<file path="src/sv/uvs_pkg.sv">
`timescale 1ns / 1ps
// ----------------------------------------------------------------------------
// uvs_pkg
// Shared types, constants and rounding and saturation helpers of the UV sphere vertex block.
// ----------------------------------------------------------------------------
package uvs_pkg;

    localparam int CFG_IDX_W  = 1;
    localparam int CFG_DATA_W = 15;

    localparam logic [CFG_IDX_W-1:0] CFG_SEGMENTS = 1'b0;
    localparam logic [CFG_IDX_W-1:0] CFG_RADIUS   = 1'b1;

    localparam logic [8:0]  SEGMENTS_RST = 9'd16;
    localparam logic [14:0] RADIUS_RST   = 15'd256;

    // binary angle: 2^24 per turn
    localparam int TURN_BITS = 24;
    localparam int QUO_W     = TURN_BITS + 1;

    localparam logic [30:0] Q30_ONE     = 31'h4000_0000;
    localparam logic [30:0] HALF_PI_Q30 = 31'd1686629713;

    localparam int DIV_LAT = QUO_W;
    localparam int SC_LAT  = 21;
    localparam int NRM_LAT = 4;

    typedef logic signed [31:0] t_q30;

    typedef struct packed {
        logic [8:0] lat_index;
        logic [8:0] lon_index;
    } t_in_word;

    typedef struct packed {
        logic signed [15:0] pos_x;
        logic signed [15:0] pos_y;
        logic signed [15:0] pos_z;
        logic signed [15:0] norm_x;
        logic signed [15:0] norm_y;
        logic signed [15:0] norm_z;
        logic [16:0]        vertex_number;
        logic [16:0]        below_number;
        logic               quad_starts;
        logic               was_clamped;
    } t_out_word;

    // divide by 2^sh, round to nearest, halves away from zero
    function automatic logic signed [63:0] round_shift(input logic signed [63:0] v,
                                                       input int unsigned sh);
        logic [63:0] m;
        m = v[63] ? 64'(-v) : 64'(v);
        m = (m + (64'd1 << (sh - 1))) >> sh;
        return v[63] ? -$signed(m) : $signed(m);
    endfunction

    function automatic logic signed [63:0] sat(input logic signed [63:0] v,
                                               input logic signed [63:0] lo,
                                               input logic signed [63:0] hi);
        logic signed [63:0] r;
        r = v;
        if (v < lo) begin
            r = lo;
        end else if (v > hi) begin
            r = hi;
        end
        return r;
    endfunction

endpackage

</file>
<file path="src/sv/uvs_div.sv">
`timescale 1ns / 1ps
// ----------------------------------------------------------------------------
// uvs_div
// Pipelined restoring divider, one quotient bit per stage.
// ----------------------------------------------------------------------------
module uvs_div #(
    parameter int DW = 9
) (
    input  logic                          i_clk,
    input  logic                          i_en,
    input  logic [DW+uvs_pkg::QUO_W-1:0]  i_num,
    input  logic [DW-1:0]                 i_den,
    output logic [uvs_pkg::QUO_W-1:0]     o_quo
);
    localparam int QW = uvs_pkg::QUO_W;
    localparam int NW = DW + QW;

    logic [DW-1:0] r_rem [QW];
    logic [NW-1:0] r_num [QW];
    logic [QW-1:0] r_quo [QW];
    logic [DW-1:0] r_den [QW];

    for (genvar s = 0; s < QW; s++) begin : g_stage
        logic [DW-1:0] w_rem_in;
        logic [NW-1:0] w_num_in;
        logic [QW-1:0] w_quo_in;
        logic [DW-1:0] w_den_in;
        logic [DW:0]   w_trial;
        logic          w_ge;

        if (s == 0) begin : g_first
            assign w_rem_in = i_num[NW-1:QW];
            assign w_num_in = i_num;
            assign w_quo_in = '0;
            assign w_den_in = i_den;
        end else begin : g_next
            assign w_rem_in = r_rem[s-1];
            assign w_num_in = r_num[s-1];
            assign w_quo_in = r_quo[s-1];
            assign w_den_in = r_den[s-1];
        end

        assign w_trial = {w_rem_in, w_num_in[QW-1-s]};
        assign w_ge    = w_trial >= {1'b0, w_den_in};

        always_ff @(posedge i_clk) begin
            if (i_en) begin
                r_rem[s] <= w_ge ? DW'(w_trial - {1'b0, w_den_in}) : w_trial[DW-1:0];
                r_num[s] <= w_num_in;
                r_quo[s] <= {w_quo_in[QW-2:0], w_ge};
                r_den[s] <= w_den_in;
            end
        end
    end

    assign o_quo = r_quo[QW-1];

endmodule

</file>
<file path="config.mk">
export PLATFORM = sky130hd
export DESIGN_NAME = uvs_div
export DESIGN_NICKNAME = d
export VERILOG_FILES = /design/src/sv/uvs_pkg.sv /design/src/sv/uvs_div.sv
export SDC_FILE = /design/constraint.sdc
export NUM_CORES = 1
export LEC_CHECK = 0
export BUFFER_PORTS_ARGS = -buffer_cell sky130_fd_sc_hd__buf_2
export CAP_MARGIN = 30
export CORE_ASPECT_RATIO = 1.25
export CORE_MARGIN = 8
export CORE_UTILIZATION = 60
export DETAILED_ROUTE_END_ITERATION = 10
export GPL_ROUTABILITY_DRIVEN = 0
export GPL_TIMING_DRIVEN = 0
export PLACE_DENSITY = 0.88
export SLEW_MARGIN = 20
export SYNTH_ARGS = -nofsm -noshare
export SYNTH_HDL_FRONTEND = slang
export SYNTH_SLANG_ARGS = --single-unit
</file>
<file path="constraint.sdc">
create_clock -name i_clk -period 5.44 [get_ports i_clk]
set_input_delay 0.272 -clock i_clk [delete_from_list [all_inputs] [get_ports i_clk]]
set_output_delay 0.272 -clock i_clk [all_outputs]
set_load 0.01 [all_outputs]
</file>
==> results.md <==
- Yosys instantiated no cell more often than sky130_fd_sc_hd__edfxtp_1.
- The final layout contains routed wiring with a total length of 73350 µm.
- For this configuration, the core starts out at a cell density of 60.31%.
- After synthesis the netlist holds a flip-flop and latch count of 1057.
- In the global route stage, overall resource usage came out at 17.52%.
- The clock network fraction of total power is 25.9%.
- Prior to clock tree synthesis, the placed netlist has a worst setup slack of 1.884 ns.
- The filler cells instantiated in the layout total 4897.
- Derived from the worst setup path, the maximum achievable clock frequency is 353.0 MHz.
- Across all setup checks in the final design, the least slack found is 2.607 ns.
- Of the total power, the share spent switching nets is 29.75%.
- The largest net degree at the start of global routing is 155.
- The half-perimeter wire length of the detailed placement result is 47760 µm.
- The synthesized net count is 3161.
- The share of the Yosys chip area taken by registers is 70.86%.
- STA puts the critical path data arrival time at 3.09 ns.
- The height of the die is 321.5 µm.
- The worst path uses 52.07% of the clock period.
- The last element of the critical path is r_quo[24][24].
- The tool flagged a number of max-cap violations equal to 0.
- Summed over all cells, the static leakage comes to 18.94 nW.
- The via density per instance is 5.763.
- After synthesis, the most frequently instantiated cells are sky130_fd_sc_hd__edfxtp_1 (1057), sky130_fd_sc_hd__inv_1 (329), sky130_fd_sc_hd__ha_1 (225).
- The overall via count from detail_route is 23807.
- For this run the aggregate overflow at the end of global routing stands at 0.
- The internal portion of the total power is 18.00 mW.
- STA classifies the critical path endpoint as a register.
- The run finished with clean final reports.
- Counting flops with a built-in enable in the synthesized netlist gives 1057.
- The count of final setup violators is 0.
- The post-synthesis area per instance is 15.62 µm².
- 0 antenna diodes ended up in the layout.
- For this run, design rule violations remaining after detail routing come to 0.
- The count of input and output buffers is 69.
- Final hold analysis gives a worst-case slack of 0.03498 ns.
- The initial antenna violation count is 0.
- Counting flops with an async set or reset pin after synthesis yields a share of 0%.
- The startpoint type of the worst setup path is an input pin.
- The total number of clock tree sinks is 1057.
- Summing all multi-input logic gate instances after layout gives 11650 µm².
- The count of routing violations after the opening detailed-route iteration is 1581.
- The row count is 112.
- The worst voltage drop across the vdd grid is 0.3952 mV.
- The via count of the first global-routing pass is 24688.
- The area enclosed by the die boundary is 83710 µm².
- Setup repair after global routing left no endpoint under its margin.
- Measured against its own limit, the worst slew margin works out to 47.18%.
- The clock latency of the later-clocked register in the worst-skew pair is 0.65 ns.
- The final number of hold-violating endpoints is 0.
- Cells with a size suffix above 1 make up 11.73% of the layout.
- By area the synthesized netlist is led by sky130_fd_sc_hd__edfxtp_1 (71%), sky130_fd_sc_hd__ha_1 (6.3%), sky130_fd_sc_hd__inv_1 (2.8%).
- Synthesis produced a netlist whose cell count is 2867.
- The buffer depth of the longest clock path is 3.
- In the final routed layout, each cell accounts on average for 17.76 µm.
- During synthesis, Yosys emitted a total of 0 warnings.
- In this run, CTS created clock tree buffers numbering 99.
- Cells fill 67.41% of the core in the end.
- At the pin with the least slew margin, the transition time is 0.7922 ns.
- The worst register-to-register path begins at r_num[0][254].
- The net count of the finished layout is 3378.
- The register-to-register setup slack is 2.62 ns.
- The final total negative setup slack is 0 ns.
- The overall die width is 260.4 µm.
- The area of the core is 74270 µm².
- The synthesized design spends more area on one cell type than any other, namely sky130_fd_sc_hd__edfxtp_1.
- Combinational logic burns 29.5% of the power.
- The H-tree was split into 3 levels.
- In this run the worst path has a maximum fanout of 149.
- The total count of max-transition violations in the final report was 0.
- The unique cell type count in the Yosys netlist is 66.
- After clock tree synthesis, the setup repair step added 0 buffers.
- The worst hold-check path type is in -> reg.
- Of the total power, registers draw 44.6%.
- Summed over all nets, the switching power comes to 7.622 mW.
- The first global-routing pass estimated 119400 µm of wire.
- The worst setup path is of the in -> reg kind.
- The cell depth of the worst flop-to-flop path is 10.
- The first-pass iteration count of the detailed router is 6.
- The post-route minimum period is 2.833 ns.
- The origin of the worst setup path is i_en.
- The synthesized netlist occupies a cell area of 44790 µm².
- The synthesis-to-finish area growth is 11.77%.
- Dividing total power by cell area gives a power density of 511.7 nW/µm².
- The top cell type's share of synthesized area is 70.86%.
- The sequential cell area is 31740 µm².
- Once detail routing completed, the nets flagged for antenna violations numbered 0.
- The endpoint of the worst-slack reg-to-reg timing path is r_rem[1][6].
- The I/O pin count is 70.
- The most instantiated flip-flop cell in the synthesis netlist is sky130_fd_sc_hd__edfxtp_1.
- STA puts the critical path data required time at 5.70 ns.
- The clock root buffer master is sky130_fd_sc_hd__clkbuf_16.
- Clock-pin slew was measured on the worst setup and hold paths at 0.06 ns.
- TritonCTS built the clock tree.
- The setup clock skew after layout is 0.02407 ns.
-- kinds of logic (layout without fill, tap and decap cells) --
| logic type | Yosys count | after routing | synth area share, % |
|---|---|---|---|
| muxes | 160 | 160 | 4.020 |
| DFF | 1057 | 1057 | 70.86 |
| AOI/OAI and AO/OA | 565 | 565 | 8.489 |
| buffers and inverters | 361 | 656 | 3.126 |
| adders and majority gates | 249 | 249 | 7.358 |
| and+or+nand+nor | 379 | 379 | 4.268 |
| xor gates and xnor gates | 96 | 96 | 1.877 |
-- registers in the layout (all words and copies together) (netlist names) --
| signal | cells |
|---|---|
| r_quo | 325 |
| r_num | 300 |
| r_den | 216 |
| r_rem | 216 |
-- power groups by stage --
| stage | clock network (mW) | registers [mW] | logic (mW) |
|---|---|---|---|
| final | 6.62 | 11.4 | 7.56 |
| after global routing | 7.11 | 11.5 | 8.31 |
| after CTS | 6.82 | 11.4 | 7.50 |
| after detailed placement | 0 | 11.6 | 7.35 |
| after global placement | 0 | 11.8 | 6.99 |
| after floorplan | 0 | 11.3 | 5.71 |
-- area by class of cell --
class	instances	share of cell area (%)
plain buffers	21	0.2474
clock buffers	121	5.198
clock inverters	58	1.005
inverters	340	2.549
multi-input cells	1449	23.27
flip-flops and latches	1057	63.40
well taps	969	2.422
repair buffers	116	1.904
-- cells in the final DEF, fill, tap and decap left out, types with 16 or more instances in the layout --
cell type and instances:
sky130_fd_sc_hd__mux2_2 96, sky130_fd_sc_hd__inv_1 329, sky130_fd_sc_hd__nand2_1 58, sky130_fd_sc_hd__buf_2 81, sky130_fd_sc_hd__ha_1 225, sky130_fd_sc_hd__o21a_1 52
sky130_fd_sc_hd__o31ai_1 28, sky130_fd_sc_hd__nor3_1 53, sky130_fd_sc_hd__nor2b_1 29, sky130_fd_sc_hd__clkbuf_1 22, sky130_fd_sc_hd__a21o_1 40, sky130_fd_sc_hd__nor2_1 107
sky130_fd_sc_hd__and3_1 23, sky130_fd_sc_hd__a21boi_0 46, sky130_fd_sc_hd__clkbuf_16 101, sky130_fd_sc_hd__a211o_1 23, sky130_fd_sc_hd__clkinv_2 16, sky130_fd_sc_hd__mux2_1 27
sky130_fd_sc_hd__edfxtp_1 1057, sky130_fd_sc_hd__xnor2_1 84, sky130_fd_sc_hd__o211ai_1 39, sky130_fd_sc_hd__nand4_1 24, sky130_fd_sc_hd__clkinv_1 21, sky130_fd_sc_hd__a21oi_1 176
sky130_fd_sc_hd__nand3_1 37, sky130_fd_sc_hd__fa_1 24, sky130_fd_sc_hd__o21ai_0 48, sky130_fd_sc_hd__dlygate4sd3_1 40, sky130_fd_sc_hd__mux2i_1 28
-- critical path: stages --
cell	delay, ns
sky130_fd_sc_hd__buf_12	0.32
sky130_fd_sc_hd__buf_16	0.47
sky130_fd_sc_hd__buf_16	0.50
sky130_fd_sc_hd__buf_16	0.56
sky130_fd_sc_hd__buf_16	0.47
-- per-layer routing --
| layer | global-route usage, % | wire length (µm) | vias up |
|---|---|---|---|
| met3 | 2.946 | 3280 | 242 |
| li1 | - | - | 11334 |
| met5 | 0 | 0 | - |
| met4 | 8.956 | 3244 | 0 |
| met2 | 33.13 | 40300 | 649 |
| met1 | 18.42 | 26530 | 11582 |
-- what timing repair did --
item	CTS	global route
hold buffers	40	0
resized for setup	0	0
hold endpoints to repair	40	0
-- how the worst min path moves through the flow --
stage                 startpoint       endpoint  slack (ns)  depth (start not counted)
floorplan               i_den[0]    r_den[0][0]        0.37                          0
global placement    r_quo[15][1]   r_quo[16][2]        0.40                          0
detailed placement  r_num[0][76]  r_num[0][110]        0.40                          0
CTS                    i_num[25]    r_rem[0][1]        0.03                          2
global route           i_num[25]    r_rem[0][1]        0.04                          2
finish                      i_en    r_num[0][0]        0.03                          1
-- stage by stage --
step                      cells  power (mW)  instance area, µm²
after floorplan            2867       17.03               44790
after global placement     3905       18.75               46350
after detailed placement   3912       18.93               46560
after CTS                  4131       25.75               50060
after global routing       4131       26.97               50060
final                      4131       25.62               50060
(Power assumes the default switching activity.)
